==> src/design/iks_pkg.sv <==
// Shared types and constants for the issue key token scanner.
// No dependencies; every design module imports this package.
package iks_pkg;

    // ASCII codes used by the byte classifier
    localparam logic [7:0] CHAR_UNDERSCORE = 8'h5F;
    localparam logic [7:0] CHAR_DASH       = 8'h2D;
    localparam logic [7:0] CHAR_UPPER_A    = 8'h41;
    localparam logic [7:0] CHAR_UPPER_Z    = 8'h5A;
    localparam logic [7:0] CHAR_LOWER_A    = 8'h61;
    localparam logic [7:0] CHAR_LOWER_Z    = 8'h7A;
    localparam logic [7:0] CHAR_DIGIT_0    = 8'h30;
    localparam logic [7:0] CHAR_DIGIT_9    = 8'h39;

    // Depth of the queue between the classifier and the phase machine
    localparam int QUEUE_DEPTH = 4;
    localparam int QUEUE_IDX_W = $clog2(QUEUE_DEPTH);
    localparam int QUEUE_CNT_W = $clog2(QUEUE_DEPTH + 1);

    // Byte class as seen by the phase machine
    typedef enum logic [2:0] {
        CLS_SEP,
        CLS_LETTER,
        CLS_DIGIT,
        CLS_UNDERSCORE,
        CLS_DASH
    } byte_cls_t;

    // One classified byte in flight through the queue
    typedef struct packed {
        byte_cls_t cls;
        logic      last;
    } iks_item_t;

endpackage

==> src/design/iks_if.sv <==
// Handshake channel interfaces for the issue key token scanner.
// iks_in_if carries text bytes, iks_out_if carries scan results.
interface iks_in_if;
    logic       valid;
    logic       ready;
    logic [7:0] text_byte;
    logic       is_last;

    modport source (output valid, output text_byte, output is_last, input ready);
    modport sink (input valid, input text_byte, input is_last, output ready);
endinterface

interface iks_out_if;
    logic        valid;
    logic        ready;
    logic        found;
    logic [15:0] match_start;
    logic [15:0] match_end;
    logic        overflow;

    modport source (output valid, output found, output match_start, output match_end,
                    output overflow, input ready);
    modport sink (input valid, input found, input match_start, input match_end,
                  input overflow, output ready);
endinterface

==> src/design/issue_key_token_scanner_top.sv <==
// Top level of the issue key token scanner: front end, queue and phase machine.
// Depends on iks_pkg, iks_if, iks_front, iks_queue and iks_back.
//
// Usage:
//   text   : valid/ready channel of text bytes; is_last marks the final byte.
//   result : valid/ready channel; one transfer per text, sent for its last byte,
//            giving found, match_start, match_end (exclusive) and overflow.
//   The first key token (letter, then letters/digits/underscores, a dash, then
//   one or more digits) of each text is reported; later keys are ignored.
//   Throughput: one byte per cycle, sustained, as long as results drain.
//   A last byte passes through the queue and then the result register before its result turns valid.
//   A four-entry queue sits between the classifier and the phase machine; when
//   the result receiver stalls, the held result stops the phase machine, and
//   the text channel keeps accepting bytes until the queue fills.
//   Positions saturate at MAX_TEXT_LEN; bytes beyond it set overflow.
//   Reset clears the scan state, the queue and any pending result; the block
//   accepts bytes in the first cycle after reset.
module issue_key_token_scanner_top
    import iks_pkg::*;
#(
    parameter longint unsigned MAX_TEXT_LEN = 65535
)
(
    input  logic      clk,
    input  logic      rst_n,
    iks_in_if.sink    text,
    iks_out_if.source result
);

    logic                   push;
    iks_item_t              push_item;
    logic                   pop;
    iks_item_t              head_item;
    logic                   full;
    logic                   empty;
    logic [QUEUE_CNT_W-1:0] count;

    iks_front u_front (
        .text      (text),
        .full      (full),
        .push      (push),
        .push_item (push_item)
    );

    iks_queue u_queue (
        .clk       (clk),
        .rst_n     (rst_n),
        .push      (push),
        .push_item (push_item),
        .pop       (pop),
        .head_item (head_item),
        .full      (full),
        .empty     (empty),
        .count     (count)
    );

    iks_back #(
        .MAX_TEXT_LEN (MAX_TEXT_LEN)
    ) u_back (
        .clk       (clk),
        .rst_n     (rst_n),
        .empty     (empty),
        .head_item (head_item),
        .pop       (pop),
        .result    (result)
    );

    // Queue never holds more than its depth
    assert property (@(posedge clk) disable iff (!rst_n)
        count <= QUEUE_CNT_W'(QUEUE_DEPTH))
        else $error("queue occupancy beyond depth");

    // Backpressure on the text channel only comes from a full queue
    assert property (@(posedge clk) disable iff (!rst_n)
        !text.ready |-> (count == QUEUE_CNT_W'(QUEUE_DEPTH)))
        else $error("text channel stalled with room in queue");

    // Draining a last byte always yields a result on the next cycle
    assert property (@(posedge clk) disable iff (!rst_n)
        (pop && head_item.last) |=> result.valid)
        else $error("last byte popped without a result");

    // A result without a key carries zero positions
    assert property (@(posedge clk) disable iff (!rst_n)
        (result.valid && !result.found) |-> (result.match_start == 16'd0 &&
                                             result.match_end == 16'd0))
        else $error("no-key result with nonzero positions");

endmodule

==> src/design/iks_front.sv <==
// Front end: accepts text bytes and classifies them for the phase machine.
// Depends on iks_pkg and iks_in_if; pushes into iks_queue.
module iks_front
    import iks_pkg::*;
(
    iks_in_if.sink    text,
    input  logic      full,
    output logic      push,
    output iks_item_t push_item
);

    byte_cls_t cls;

    // Classify the incoming byte
    always_comb
    begin
        cls = CLS_SEP;
        if ((text.text_byte >= CHAR_UPPER_A && text.text_byte <= CHAR_UPPER_Z) ||
            (text.text_byte >= CHAR_LOWER_A && text.text_byte <= CHAR_LOWER_Z))
        begin
            cls = CLS_LETTER;
        end
        else if (text.text_byte >= CHAR_DIGIT_0 && text.text_byte <= CHAR_DIGIT_9)
        begin
            cls = CLS_DIGIT;
        end
        else if (text.text_byte == CHAR_UNDERSCORE)
        begin
            cls = CLS_UNDERSCORE;
        end
        else if (text.text_byte == CHAR_DASH)
        begin
            cls = CLS_DASH;
        end
    end

    // Accept a transfer whenever the queue has room
    assign text.ready = !full;
    assign push       = text.valid && !full;
    assign push_item  = '{cls: cls, last: text.is_last};

endmodule

==> src/design/iks_queue.sv <==
// Short FIFO of classified bytes between the front end and the phase machine.
// Depends on iks_pkg for the item type and depth.
module iks_queue
    import iks_pkg::*;
(
    input  logic                   clk,
    input  logic                   rst_n,
    input  logic                   push,
    input  iks_item_t              push_item,
    input  logic                   pop,
    output iks_item_t              head_item,
    output logic                   full,
    output logic                   empty,
    output logic [QUEUE_CNT_W-1:0] count
);

    iks_item_t              entry_reg [QUEUE_DEPTH];
    logic [QUEUE_IDX_W-1:0] head_reg;
    logic [QUEUE_IDX_W-1:0] tail_reg;
    logic [QUEUE_CNT_W-1:0] count_reg;
    logic [QUEUE_CNT_W-1:0] count_next;

    assign full      = (count_reg == QUEUE_CNT_W'(QUEUE_DEPTH));
    assign empty     = (count_reg == '0);
    assign head_item = entry_reg[head_reg];
    assign count     = count_reg;

    // Track occupancy
    always_comb
    begin
        count_next = count_reg;
        if (push && !pop)
        begin
            count_next = count_reg + QUEUE_CNT_W'(1);
        end
        else if (pop && !push)
        begin
            count_next = count_reg - QUEUE_CNT_W'(1);
        end
    end

    // Advance pointers and occupancy
    always_ff @(posedge clk or negedge rst_n)
    begin
        if (!rst_n)
        begin
            head_reg  <= '0;
            tail_reg  <= '0;
            count_reg <= '0;
        end
        else
        begin
            if (push)
            begin
                tail_reg <= tail_reg + QUEUE_IDX_W'(1);
            end
            if (pop)
            begin
                head_reg <= head_reg + QUEUE_IDX_W'(1);
            end
            count_reg <= count_next;
        end
    end

    // Store pushed entries
    always_ff @(posedge clk)
    begin
        if (push)
        begin
            entry_reg[tail_reg] <= push_item;
        end
    end

endmodule

==> src/design/iks_back.sv <==
// Back end: token phase machine, position tracking and result register.
// Depends on iks_pkg and iks_out_if; pops from iks_queue.
module iks_back
    import iks_pkg::*;
#(
    parameter longint unsigned MAX_TEXT_LEN = 65535
)
(
    input  logic       clk,
    input  logic       rst_n,
    input  logic       empty,
    input  iks_item_t  head_item,
    output logic       pop,
    iks_out_if.source  result
);

    localparam int POS_W = $clog2(MAX_TEXT_LEN + 1);
    localparam int EXT_W = (POS_W > 16) ? POS_W : 16;
    localparam logic [POS_W-1:0] MAX_POS = MAX_TEXT_LEN[POS_W-1:0];

    typedef enum logic [2:0] {
        PH_OUTSIDE,
        PH_PREFIX,
        PH_DASH,
        PH_NUMBER,
        PH_SPOILED
    } phase_t;

    phase_t             phase_reg,     phase_next;
    logic [POS_W-1:0]   pos_reg,       pos_next;
    logic [POS_W-1:0]   tok_start_reg, tok_start_next;
    logic               key_found_reg, key_found_next;
    logic [POS_W-1:0]   key_start_reg, key_start_next;
    logic [POS_W-1:0]   key_end_reg,   key_end_next;
    logic               ovf_reg,       ovf_next;

    logic               res_valid_reg;
    logic               res_found_reg;
    logic [15:0]        res_start_reg;
    logic [15:0]        res_end_reg;
    logic               res_ovf_reg;

    logic               in_range;
    logic               fin_found;
    logic [POS_W-1:0]   fin_start;
    logic [POS_W-1:0]   fin_end;
    logic [EXT_W-1:0]   fin_start_ext;
    logic [EXT_W-1:0]   fin_end_ext;

    // Pop whenever the result slot is free or being drained this cycle
    assign pop = !empty && (!res_valid_reg || result.ready);

    // Advance the token phase for one byte
    always_comb
    begin
        in_range       = (pos_reg < MAX_POS);
        phase_next     = phase_reg;
        tok_start_next = tok_start_reg;
        key_found_next = key_found_reg;
        key_start_next = key_start_reg;
        key_end_next   = key_end_reg;

        if (head_item.cls != CLS_SEP)
        begin
            if (!in_range)
            begin
                phase_next = PH_SPOILED;
            end
            else
            begin
                unique case (phase_reg)
                    PH_OUTSIDE:
                    begin
                        tok_start_next = pos_reg;
                        phase_next = (head_item.cls == CLS_LETTER) ? PH_PREFIX : PH_SPOILED;
                    end
                    PH_PREFIX:
                    begin
                        phase_next = (head_item.cls == CLS_DASH) ? PH_DASH : PH_PREFIX;
                    end
                    PH_DASH, PH_NUMBER:
                    begin
                        phase_next = (head_item.cls == CLS_DIGIT) ? PH_NUMBER : PH_SPOILED;
                    end
                    default:
                    begin
                        phase_next = PH_SPOILED;
                    end
                endcase
            end
        end
        else
        begin
            // A separator closes the token; record it if it is the first key
            if (phase_reg == PH_NUMBER && !key_found_reg)
            begin
                key_found_next = 1'b1;
                key_start_next = tok_start_reg;
                key_end_next   = pos_reg;
            end
            phase_next = PH_OUTSIDE;
        end

        pos_next = in_range ? (pos_reg + POS_W'(1)) : pos_reg;
        ovf_next = ovf_reg || !in_range;
    end

    // Close an open key at the end of the text
    always_comb
    begin
        fin_found = key_found_next;
        fin_start = key_start_next;
        fin_end   = key_end_next;
        if (phase_next == PH_NUMBER && !key_found_next)
        begin
            fin_found = 1'b1;
            fin_start = tok_start_next;
            fin_end   = pos_next;
        end
        if (!fin_found)
        begin
            fin_start = '0;
            fin_end   = '0;
        end
        fin_start_ext = EXT_W'(fin_start);
        fin_end_ext   = EXT_W'(fin_end);
    end

    // Hold scan state and the result register
    always_ff @(posedge clk or negedge rst_n)
    begin
        if (!rst_n)
        begin
            phase_reg     <= PH_OUTSIDE;
            pos_reg       <= '0;
            tok_start_reg <= '0;
            key_found_reg <= 1'b0;
            key_start_reg <= '0;
            key_end_reg   <= '0;
            ovf_reg       <= 1'b0;
            res_valid_reg <= 1'b0;
            res_found_reg <= 1'b0;
            res_start_reg <= '0;
            res_end_reg   <= '0;
            res_ovf_reg   <= 1'b0;
        end
        else
        begin
            if (pop && head_item.last)
            begin
                res_valid_reg <= 1'b1;
            end
            else if (result.ready)
            begin
                res_valid_reg <= 1'b0;
            end
            if (pop)
            begin
                if (head_item.last)
                begin
                    // Emit the result and rearm for the next text
                    res_found_reg <= fin_found;
                    res_start_reg <= fin_start_ext[15:0];
                    res_end_reg   <= fin_end_ext[15:0];
                    res_ovf_reg   <= ovf_next;
                    phase_reg     <= PH_OUTSIDE;
                    pos_reg       <= '0;
                    tok_start_reg <= '0;
                    key_found_reg <= 1'b0;
                    key_start_reg <= '0;
                    key_end_reg   <= '0;
                    ovf_reg       <= 1'b0;
                end
                else
                begin
                    phase_reg     <= phase_next;
                    pos_reg       <= pos_next;
                    tok_start_reg <= tok_start_next;
                    key_found_reg <= key_found_next;
                    key_start_reg <= key_start_next;
                    key_end_reg   <= key_end_next;
                    ovf_reg       <= ovf_next;
                end
            end
        end
    end

    assign result.valid       = res_valid_reg;
    assign result.found       = res_found_reg;
    assign result.match_start = res_start_reg;
    assign result.match_end   = res_end_reg;
    assign result.overflow    = res_ovf_reg;

endmodule
==> src/flat_wrapper.sv <==
// flat-port wrapper written by rule: the top's interface ports become plain ports
module issue_key_token_scanner_top_flat import iks_pkg::*;
#(
    parameter longint unsigned MAX_TEXT_LEN = 65535
)
  (clk, rst_n, text_valid, text_text_byte, text_is_last, text_ready, result_valid, result_found, result_match_start, result_match_end, result_overflow, result_ready);
  iks_in_if text_i ();
  iks_out_if result_i ();
  input  logic clk;
  input  logic rst_n;
  input wire logic [$bits(text_i.valid)-1:0] text_valid;
  input wire logic [$bits(text_i.text_byte)-1:0] text_text_byte;
  input wire logic [$bits(text_i.is_last)-1:0] text_is_last;
  output wire logic [$bits(text_i.ready)-1:0] text_ready;
  output wire logic [$bits(result_i.valid)-1:0] result_valid;
  output wire logic [$bits(result_i.found)-1:0] result_found;
  output wire logic [$bits(result_i.match_start)-1:0] result_match_start;
  output wire logic [$bits(result_i.match_end)-1:0] result_match_end;
  output wire logic [$bits(result_i.overflow)-1:0] result_overflow;
  input wire logic [$bits(result_i.ready)-1:0] result_ready;
  assign text_i.valid = text_valid;
  assign text_i.text_byte = text_text_byte;
  assign text_i.is_last = text_is_last;
  assign text_ready = text_i.ready;
  assign result_valid = result_i.valid;
  assign result_found = result_i.found;
  assign result_match_start = result_i.match_start;
  assign result_match_end = result_i.match_end;
  assign result_overflow = result_i.overflow;
  assign result_i.ready = result_ready;
  issue_key_token_scanner_top #(.MAX_TEXT_LEN(MAX_TEXT_LEN)) u_core (.clk(clk), .rst_n(rst_n), .text(text_i), .result(result_i));
endmodule
==> config.mk <==
export PLATFORM = sky130hd
export DESIGN_NAME = issue_key_token_scanner_top_flat
export DESIGN_NICKNAME = d
export VERILOG_FILES = /design/src/design/iks_pkg.sv /design/src/design/iks_if.sv /design/src/design/issue_key_token_scanner_top.sv /design/src/design/iks_front.sv /design/src/design/iks_queue.sv /design/src/design/iks_back.sv /design/src/flat_wrapper.sv
export SDC_FILE = /design/constraint.sdc
export NUM_CORES = 1
export LEC_CHECK = 0
export ABC_AREA = 1
export BUFFER_PORTS_ARGS = -buffer_cell sky130_fd_sc_hd__buf_2
export CORE_ASPECT_RATIO = 0.9
export CORE_UTILIZATION = 35
export DETAILED_ROUTE_END_ITERATION = 12
export PLACE_DENSITY = 0.62
export SLEW_MARGIN = 15
export SYNTH_ARGS = -nofsm -noshare
export SYNTH_HDL_FRONTEND = slang
export SYNTH_SLANG_ARGS = --single-unit
export TNS_END_PERCENT = 100
==> constraint.sdc <==
create_clock -name clk -period 3.3 [get_ports clk]
set_input_delay 0.33 -clock clk [delete_from_list [all_inputs] [get_ports clk]]
set_output_delay 0.33 -clock clk [all_outputs]
set_load 0.01 [all_outputs]
==> results of run 1 <==
## logic make-up after synthesis
| family | after synthesis | share of synthesized area [%] |
|---|---|---|
| xor+xnor | 8 | 1.00 |
| simple gates | 419 | 26.5 |
| compound gates | 161 | 15.1 |
| flops | 127 | 46.7 |
| fa+ha+maj | 7 | 1.36 |
| buf+inv | 151 | 9.32 |
## where the power goes
group / internal (mW) / switching, mW
Clock: 1.12 / 0.758
Sequential: 1.77 / 0.158
Combinational: 0.671 / 1.70
## worst max-delay path, delay by kind of cell, from the launching register on
family        cells  cell delay (ps)
flops             1              530
simple gates      9             1600
buf+inv           2              450
## layout by cell type (no fill, tap or decap), drive strengths merged
cell and n:
nand3 61, edfxtp 16, bufinv 2, a21o 1
ha 6, xor2 7, o22ai 64, inv 106
o21ai 77, or2 1, a31oi 1, nand4 45
nor2 27, nand2 276, dfrtp 111, a211oi 1
a21oi 16, fa 1, o211ai 1, clkbuf 17
buf 65, nor3 9, xnor2 1, clkinv 4
clkinvlp 4
## metal layers
| layer | up-vias | global-route usage [%] | share of wire [%] | wire length [um] |
|---|---|---|---|---|
| met5 | - | 0 | 0 | 0 |
| met4 | 0 | 5.50 | 1.5 | 263 |
| met3 | 24 | 5.17 | 7.0 | 1240 |
| met2 | 205 | 27.8 | 43 | 7650 |
| met1 | 2866 | 26.4 | 48 | 8590 |
| li1 | 3002 | - | - | - |
## final cells by class
cell class	instances	area share [%]
multi-input combinational	595	38.4
tap	250	3.90
timing repair buffer	65	5.09
sequential	127	40.6
clock buffer	17	5.30
inverter	101	4.73
clock inverter	15	1.97
## worst paths after layout
kind                                                    start  cells past startpoint                                  end
max                                u_core.u_queue.head_reg[0]                     11  u_core.u_back.result.match_start[4]
min                                                     rst_n                      1    u_core.u_back.result.match_end[6]
max reg2reg                        u_core.u_queue.head_reg[0]                     11  u_core.u_back.result.match_start[4]
min reg2reg                u_core.u_back.result.match_end[12]                      2   u_core.u_back.result.match_end[12]
max in group asynchronous                               rst_n                      2           u_core.u_back.phase_reg[1]
min in group clk                                 result_ready                      2           u_core.u_back.result.valid
## through the flow
step / power, mW / std cells / cell area (um^2) / hold slack [ps] / setup WS [ps]
finish: 6.18 / 1170 / 8020 / -2.63 / 650
global route: 6.62 / 1170 / 8020 / 59.3 / 391
CTS: 6.19 / 1170 / 8020 / 20.2 / 653
detailed placement: 4.30 / 1138 / 7440 / 461 / 664
global placement: 4.29 / 1138 / 7440 / 457 / 729
floorplan: 3.71 / 873 / 6980 / 34.4 / 1420
==> flow_metrics.env, run 1 <==
export IMPL_hold_viol=6
export IMPL_cpMostUsedCell="nand2_1"
export IMPL_nNetsFinal=927
export IMPL_drive_above_1_share_pct=16.4
export IMPL_synth_area_leader_cell="dfrtp_1"
export IMPL_synthArstFlopShare_pct=87.4
export IMPL_grt_pass1_wl_um=30100
export IMPL_peakVddDrop_mv=0.475
export IMPL_fin_crit_sh_pct=80.3
export IMPL_synth_cells=873
export IMPL_routabilityCongestion=0.922
export IMPL_synth_top_cells_by_count="nand2_1, dfrtp_1, inv_1"
export IMPL_numCtsBuffers=17
export IMPL_io_pins=49
export IMPL_crit_path_end_kind="register"
export IMPL_synth_nets=893
export IMPL_cts_sinks=127
export IMPL_die_width_um=151
export IMPL_post_cts_setup_buffer_count=0
export IMPL_crit_chain="inv_2 -> nand2_1 -> nand3_1 -> nand2_2 -> nand4_1 -> nand3_4 -> nand3_2 -> buf_12 -> nand2_1 -> nand3_1 -> nand2_1"
export IMPL_yosysTopAreaCellShare_pct=39.8
export IMPL_fin_setup_tns_ps=0
export IMPL_antenna_found_initial=0
export IMPL_routedWlPerCell_um=15.2
export IMPL_rsz0062_at_grt="no"
export IMPL_grtUsageTotal_pct=18.8
export IMPL_ys_flop_type="dfrtp_1"
export IMPL_cts_tree="done"
export IMPL_grt_max_degree=70
export IMPL_final_util_pct=41.5
export IMPL_clock_skew_ps=9.46
export IMPL_yosysMostFrequentCell="nand2_1"
export IMPL_r2r_slack_ps=650
export IMPL_slowest_stage="dfrtp_1"
export IMPL_postCtsHoldBufs=0
export IMPL_drc_errors=0
export IMPL_antenna_cells=0
export IMPL_syn_avg_cell_area_um2=8.00
export IMPL_fin_hold_ws_ps=-2.63
export IMPL_multiInputGateArea_um2=3080
export IMPL_synthTopCellsByArea="dfrtp_1, nand2_1, edfxtp_1"
export IMPL_worst_pin_slew_ps=859
export IMPL_htree_levels=4
export IMPL_cap_viol_max_count=0
export IMPL_critPathMaxFanout=35
export IMPL_die_h_um=136
export IMPL_via_per_inst=5.21
export IMPL_synth_edf_count=16
export IMPL_slew_headroom_pct=42.8
export IMPL_grt_overflow=0
export IMPL_area_growth_syn_to_layout_pct=14.9
export IMPL_die_area_um2=20500
export IMPL_critPathMaxStageDelay_ps=530
export IMPL_yosys_cell_types_count=32
export IMPL_core_um2=19300
export IMPL_ys_seq_area_share_pct=46.7
export IMPL_max_freq_mhz=377
export IMPL_period_minus_slack_ps=2650
export IMPL_p_leak_nw=4.12
export IMPL_seq_area_um2=3260
export IMPL_rows=48
export IMPL_ys_warn_count=0
export IMPL_drtIter0Drc=468
export IMPL_port_buffers=48
export IMPL_first_global_vias=5844
export IMPL_n_fill_cell=1999
export IMPL_hpwl_um=11500
export IMPL_syn_area_um2=6980
export IMPL_failed_checks="negative hold slack"
export IMPL_cp_required_ps=3660
export IMPL_ys_seq_elements=127
export IMPL_arrival_ps=3010
export IMPL_dr_pass1_iters=5
export IMPL_hold_path_class="in -> async"
export IMPL_clockBufferDepth=2
export IMPL_cts_resized=0
export IMPL_clockRootBuffer="clkbuf_16"
export IMPL_vias=6097
export IMPL_path_class="reg -> reg"
export IMPL_critPathLaunchType="register"
export IMPL_clkLatencyLatePin_ps=420
export IMPL_route_antenna_remaining_nets=0
export IMPL_clk_pin_slew_ps=60
export IMPL_power_density_nw_per_um2=770
export IMPL_wl_um=17700
export IMPL_setup_viol=0
export IMPL_status="finished, violations left"
export IMPL_final_max_slew_viol_count=0
export IMPL_initial_utilization_pct=36.1
Note: power is estimated with default switching activity, not from simulation.
==> run 2: changes to the inputs <==
--- a/config.mk
+++ b/config.mk
@@ -5,12 +5,12 @@
 export SDC_FILE = /design/constraint.sdc
 export NUM_CORES = 1
 export LEC_CHECK = 0
-export ABC_AREA = 1
+export ABC_AREA = 0
 export BUFFER_PORTS_ARGS = -buffer_cell sky130_fd_sc_hd__buf_2
 export CORE_ASPECT_RATIO = 0.9
 export CORE_UTILIZATION = 35
 export DETAILED_ROUTE_END_ITERATION = 12
-export PLACE_DENSITY = 0.62
+export PLACE_DENSITY = 0.64
 export SLEW_MARGIN = 15
 export SYNTH_ARGS = -nofsm -noshare
 export SYNTH_HDL_FRONTEND = slang
==> constraint.sdc (replaced) <==
create_clock -name clk -period 2.32 [get_ports clk]
set_input_delay 0.232 -clock clk [delete_from_list [all_inputs] [get_ports clk]]
set_output_delay 0.232 -clock clk [all_outputs]
set_load 0.01 [all_outputs]
==> flow_metrics.env, run 2 <==
export IMPL_status="finished, violations left"
export IMPL_failed_checks="negative setup slack"
export IMPL_r2r_slack_ps=-300
export IMPL_ys_flop_type="dfrtp_1"
export IMPL_clockBufferDepth=2
export IMPL_period_minus_slack_ps=2620
export IMPL_grt_overflow=0
export IMPL_syn_area_um2=6480
export IMPL_yosys_cell_types_count=58
export IMPL_clk_pin_slew_ps=60
export IMPL_nNetsFinal=777
export IMPL_worstHoldStart="text_is_last"
export IMPL_fin_hold_ws_ps=32.8
export IMPL_final_common_cell="dfrtp_1"
export IMPL_path_class="reg -> reg"
export IMPL_rows=46
export IMPL_r2r_start="u_core.u_queue.head_reg[0]"
export IMPL_power_clock_fraction_pct=29.6
export IMPL_numCtsBuffers=17
export IMPL_yosysMostFrequentCell="dfrtp_1"
export IMPL_ys_warn_count=0
export IMPL_design_area_um2=9020
export IMPL_htree_levels=4
export IMPL_synth_area_leader_cell="dfrtp_1"
export IMPL_io_pins=49
export IMPL_peakVddDrop_mv=0.530
export IMPL_p_leak_nw=3.80
export IMPL_final_util_pct=50.5
export IMPL_critPathLaunch="u_core.u_queue.head_reg[0]"
export IMPL_dr_pass1_iters=5
export IMPL_crit_end="u_core.u_back.result.match_start[4]"
export IMPL_cp_required_ps=2640
export IMPL_p_comb_share_pct=39.2
export IMPL_core_um2=17800
export IMPL_synthArstFlopShare_pct=87.4
export IMPL_n_fill_cell=1555
export IMPL_routabilityCongestion=0.872
export IMPL_via_per_inst=5.65
export IMPL_die_area_um2=19100
export IMPL_hold_viol=0
export IMPL_cts_tree="done"
export IMPL_synth_edf_count=16
export IMPL_slew_headroom_pct=61.2
export IMPL_power_switching_mw=3.16
export IMPL_p_sw_share_pct=37.3
export IMPL_die_width_um=145
export IMPL_cap_viol_max_count=0
export IMPL_antenna_cells=0
export IMPL_port_buffers=48
export IMPL_synth_top_cells_by_count="dfrtp_1, nand2_1, o21ai_0"
export IMPL_final_max_slew_viol_count=0
export IMPL_critPathMaxFanout=5
export IMPL_worst_pin_slew_ps=577
export IMPL_timing_rr_end="u_core.u_back.result.match_start[4]"
export IMPL_setup_viol=53
export IMPL_min_path_cells=1
export IMPL_hold_path_class="in -> reg"
export IMPL_first_global_vias=5850
export IMPL_clock_skew_ps=9.77
export IMPL_r2r_cells=8
export IMPL_synthTopCellsByArea="dfrtp_1, mux2i_1, edfxtp_1"
export IMPL_clkLatencyLatePin_ps=430
export IMPL_routedWlPerCell_um=19.5
export IMPL_wl_um=19700
export IMPL_drc_errors=0
export IMPL_critPathLaunchType="register"
export IMPL_synth_nets=646
export IMPL_syn_avg_cell_area_um2=10.4
export IMPL_grt_max_degree=50
export IMPL_synth_cells=626
export IMPL_max_freq_mhz=381
export IMPL_cts_sinks=127
export IMPL_ys_seq_elements=127
export IMPL_drive_above_1_share_pct=37.7
export IMPL_area_growth_syn_to_layout_pct=39.2
export IMPL_rsz0062_at_grt="yes"
export IMPL_pre_cts_slack_ps=-351
export IMPL_power_density_nw_per_um2=939
export IMPL_fin_setup_tns_ps=-8680
export IMPL_crit_path_end_kind="register"
export IMPL_arrival_ps=2940
export IMPL_drtIter0Drc=475
export IMPL_hpwl_um=12500
export IMPL_yosysTopAreaCellShare_pct=42.9
export IMPL_internal_power_mw=5.31
export IMPL_antenna_found_initial=0
export IMPL_grt_pass1_wl_um=30500
export IMPL_initial_utilization_pct=36.3
export IMPL_vias=5703
export IMPL_p_seq_share_pct=31.2
export IMPL_ys_seq_area_share_pct=50.3
export IMPL_fin_crit_sh_pct=113
export IMPL_clockRootBuffer="clkbuf_16"
export IMPL_final_cell_mix="dfrtp_1, nand2_1, buf_4"
export IMPL_grtUsageTotal_pct=20.6
export IMPL_die_h_um=131
export IMPL_dpl_cell_area_um2=7690
export IMPL_route_antenna_remaining_nets=0
export IMPL_finalWorstSetupSlack_ps=-304
==> run 2: cell count changes after synthesis, moves of 39 or more <==
cell / delta
inv_1: -87
nand2_1: -178
mux2i_1: +49
o22ai_1: -64
nand4_1: -39
==> run 2: area by class of cell <==
type                            count  area (um^2)  area share [%]
Clock inverter                     13          116            1.29
Tap cell                          240          300            3.33
Inverter                            7         26.3           0.291
Multi-Input combinational cell    437         3490            38.7
Sequential cell                   127         3260            36.2
Timing Repair Buffer              167         1390            15.4
Clock buffer                       19          433            4.80
==> run 2: how the worst min path moves through the flow <==
stage	end
after floorplan	u_core.u_back.key_end_reg[0]
after global placement	u_core.u_back.tok_start_reg[15]
after detailed placement	u_core.u_back.tok_start_reg[15]
after CTS	u_core.u_queue.entry_reg[1][0]
after global routing	u_core.u_queue.entry_reg[0][0]
final	u_core.u_queue.entry_reg[1][0]
==> run 2: what timing repair did <==
action	in CTS	in global routing
resized for setup	28	120
gates cloned	0	2
setup buffers	18	6
endpoints found under the hold margin	35	0
endpoints found under the setup margin	80	85
hold buffers	1	0
pin swaps	1	5
==> run 2: worst max-delay path: stages, from the launching register on <==
cell and delay, ps:
dfrtp_2 440, mux4_2 570, buf_6 160, nor4_4 320, buf_6 200, clkbuf_16 170, mux2i_1 270, o21ai_1 120
a32o_1 260
==> run 2: per-stage QoR <==
stage / power, mW / std cells
after global routing: 8.84 / 1010
after global placement: 5.51 / 953
after CTS: 8.24 / 1004
final: 8.47 / 1010
after floorplan: 4.42 / 626
after detailed placement: 5.63 / 953
==> run 2: per-layer routing <==
metal  up-vias  part of all wire (%)  global-route usage [%]
met3        37                   5.0                    4.15
met1      2899                    44                    26.4
met4         0                   1.9                    9.41
li1       2583                     -                       -
met2       184                    49                    34.0
met5         -                     0                       0
==> run 2: cells by family (layout without fill, tap and decap cells) <==
logic type | Yosys count | count (layout) | synth area share [%]
XOR/XNOR | 18 | 18 | 2.43
AND/OR/NAND/NOR | 193 | 193 | 14.4
buffers and inverters | 62 | 206 | 4.23
AO/OA/AOI/OAI | 163 | 163 | 17.7
flip-flops | 127 | 127 | 50.3
multiplexers | 56 | 56 | 9.48
adder cells (fa/ha/maj) | 7 | 7 | 1.47
==> run 2: power groups by stage <==
| stage | clock network (mW) | logic [mW] | registers (mW) |
|---|---|---|---|
| 2_1_floorplan | 0 | 1.82 | 2.60 |
| 3_3_place_gp | 0 | 2.87 | 2.64 |
| 3_5_place_dp | 0 | 2.97 | 2.66 |
| 4_1_cts | 2.53 | 3.08 | 2.63 |
| 5_1_grt | 2.63 | 3.55 | 2.66 |
| 6_report | 2.51 | 3.32 | 2.64 |
==> run 3: changes to the inputs <==
--- a/config.mk
+++ b/config.mk
@@ -7,12 +7,12 @@
 export LEC_CHECK = 0
 export ABC_AREA = 0
 export BUFFER_PORTS_ARGS = -buffer_cell sky130_fd_sc_hd__buf_2
-export CORE_ASPECT_RATIO = 0.9
 export CORE_UTILIZATION = 35
 export DETAILED_ROUTE_END_ITERATION = 12
-export PLACE_DENSITY = 0.64
+export PLACE_DENSITY = 0.61
 export SLEW_MARGIN = 15
 export SYNTH_ARGS = -nofsm -noshare
 export SYNTH_HDL_FRONTEND = slang
+export SYNTH_HIERARCHICAL = 1
 export SYNTH_SLANG_ARGS = --single-unit
 export TNS_END_PERCENT = 100
==> flow_metrics.env, run 3 <==
export IMPL_initial_utilization_pct=36.4
export IMPL_period_minus_slack_ps=2420
export IMPL_clockBufferDepth=2
export IMPL_dpl_cell_area_um2=7320
export IMPL_final_util_pct=47.2
export IMPL_design_area_um2=8290
export IMPL_die_width_um=137
export IMPL_crit_path_end_kind="register"
export IMPL_rows=48
export IMPL_via_per_inst=5.61
export IMPL_cap_viol_max_count=0
export IMPL_arrival_ps=2720
export IMPL_cts_tree="done"
export IMPL_core_um2=17500
export IMPL_final_common_cell="dfrtp_1"
export IMPL_synthTopCellsByArea="dfrtp_1, edfxtp_1, a22o_1"
export IMPL_yosysMostFrequentCell="dfrtp_1"
export IMPL_synth_area_leader_cell="dfrtp_1"
export IMPL_hold_viol=0
export IMPL_worst_pin_slew_ps=602
export IMPL_synth_edf_count=16
export IMPL_die_h_um=137
export IMPL_final_cell_mix="dfrtp_1, buf_4, nand2_1"
export IMPL_wl_um=18600
export IMPL_routedWlPerCell_um=19.6
export IMPL_finalWorstSetupSlack_ps=-101
export IMPL_yosysTopAreaCellShare_pct=43.6
export IMPL_clkLatencyLatePin_ps=430
export IMPL_status="finished, violations left"
export IMPL_rsz0062_at_grt="yes"
export IMPL_r2r_cells=7
export IMPL_drtIter0Drc=363
export IMPL_critPathLaunchType="register"
export IMPL_failed_checks="negative setup slack"
export IMPL_final_max_slew_viol_count=0
export IMPL_grt_pass1_wl_um=29900
export IMPL_clockRootBuffer="clkbuf_16"
export IMPL_antenna_found_initial=0
export IMPL_hpwl_um=12500
export IMPL_ys_seq_area_share_pct=51.1
export IMPL_ys_warn_count=6
export IMPL_first_global_vias=5644
export IMPL_fin_hold_ws_ps=26.6
export IMPL_syn_area_um2=6380
export IMPL_p_leak_nw=3.75
export IMPL_slew_headroom_pct=59.9
export IMPL_power_density_nw_per_um2=944
export IMPL_fin_crit_sh_pct=104
export IMPL_numCtsBuffers=17
export IMPL_htree_levels=4
export IMPL_hold_path_class="in -> reg"
export IMPL_nNetsFinal=733
export IMPL_syn_avg_cell_area_um2=10.5
export IMPL_synth_nets=630
export IMPL_peakVddDrop_mv=0.638
export IMPL_routabilityCongestion=0.891
export IMPL_ys_flop_type="dfrtp_1"
export IMPL_ys_seq_elements=127
export IMPL_pre_cts_slack_ps=-172
export IMPL_synth_cells=610
export IMPL_dp_cells=904
export IMPL_grt_overflow=0
export IMPL_grtUsageTotal_pct=21.3
export IMPL_vias=5334
export IMPL_cts_sinks=127
export IMPL_antenna_cells=0
export IMPL_die_area_um2=18800
export IMPL_drive_above_1_share_pct=31.1
export IMPL_clk_pin_slew_ps=60
export IMPL_io_pins=49
export IMPL_max_freq_mhz=413
export IMPL_drc_errors=0
export IMPL_yosys_cell_types_count=68
export IMPL_port_buffers=48
export IMPL_min_path_cells=1
export IMPL_fin_cells=951
export IMPL_area_growth_syn_to_layout_pct=29.9
export IMPL_critPathMaxFanout=8
export IMPL_dr_pass1_iters=5
export IMPL_synth_top_cells_by_count="dfrtp_1, nand2_1, o21ai_0"
export IMPL_synthArstFlopShare_pct=87.4
export IMPL_cp_required_ps=2620
export IMPL_setup_viol=41
export IMPL_n_fill_cell=1597
export IMPL_route_antenna_remaining_nets=0
export IMPL_clock_skew_ps=20.1
export IMPL_grt_max_degree=78
export IMPL_path_class="reg -> reg"
[run 3: what timing repair did]
action / CTS / global route
hold buffers: 1 / 0
setup buffers: 5 / 7
endpoints found under the setup margin: 67 / 71
gates resized for setup: 24 / 32
hold endpoints to repair: 34 / 0
pin swaps: 17 / 8
gates cloned: 1 / 1
[run 3: area by class of cell]
| class | instances | area, um^2 | area share [%] |
|---|---|---|---|
| clock buffers | 18 | 429 | 5.18 |
| clock inverters | 14 | 166 | 2.01 |
| inverters | 14 | 52.6 | 0.634 |
| multi-input cells | 420 | 3080 | 37.1 |
| flip-flops and latches | 127 | 3260 | 39.3 |
| well taps | 225 | 282 | 3.40 |
| repair buffers | 133 | 1020 | 12.3 |
[run 3: layer usage]
layer  global-route usage, %  vias up  part of all wire (%)
li1                        -     2492                     -
met5                       0        -                     0
met3                    5.04       35                   4.6
met2                    34.5      164                    49
met1                    26.1     2643                    44
met4                    11.2        0                   2.7
[run 3: where the power goes]
| group | leakage [nW] | switching (mW) | internal (mW) |
|---|---|---|---|
| Clock | 0.284 | 1.04 | 1.69 |
| Combinational | 1.78 | 1.59 | 0.894 |
| Sequential | 1.69 | 0.170 | 2.44 |
[run 3: cells by family (layout without fill, tap and decap cells)]
family                     count (synthesis)  after routing  synth area share (%)
AOI/OAI and AO/OA                        200            200                  21.6
and+or+nand+nor                          173            173                  13.8
adders and majority gates                  7              7                  1.49
muxes                                     33             33                  6.24
xor gates and xnor gates                   7              7                 0.962
buffers and inverters                     63            179                  4.79
DFF                                      127            127                  51.1
[run 3: worst paths after layout]
kind | start | end | slack [ps]
max reg2reg | u_core/u_queue/head_reg[0] | u_core/u_back/result.match_start[9] | -100
max | u_core/u_queue/head_reg[0] | u_core/u_back/result.match_start[9] | -100
max in group asynchronous | rst_n | u_core/u_back/pos_reg[0] | 1260
min reg2reg | u_core/u_back/result.match_start[7] | u_core/u_back/result.match_start[7] | 470
min in group asynchronous | rst_n | u_core/u_back/result.match_end[7] | 300
min | text_is_last | u_core/u_queue/entry_reg[2][0] | 30
[run 3: critical path, stage by stage (launching register included)]
cell	delay, ps
dfrtp_2	430
mux4_2	580
and4bb_2	340
and2_4	250
buf_12	160
mux2_4	310
o21ai_2	140
o31ai_2	80
[run 3: through the flow]
step,power [mW],TNS (ps)
2_1_floorplan,4.07,-650
3_3_place_gp,4.92,-1600
3_5_place_dp,4.99,-4950
4_1_cts,7.76,-1850
5_1_grt,8.21,-7030
6_report,7.82,-2180
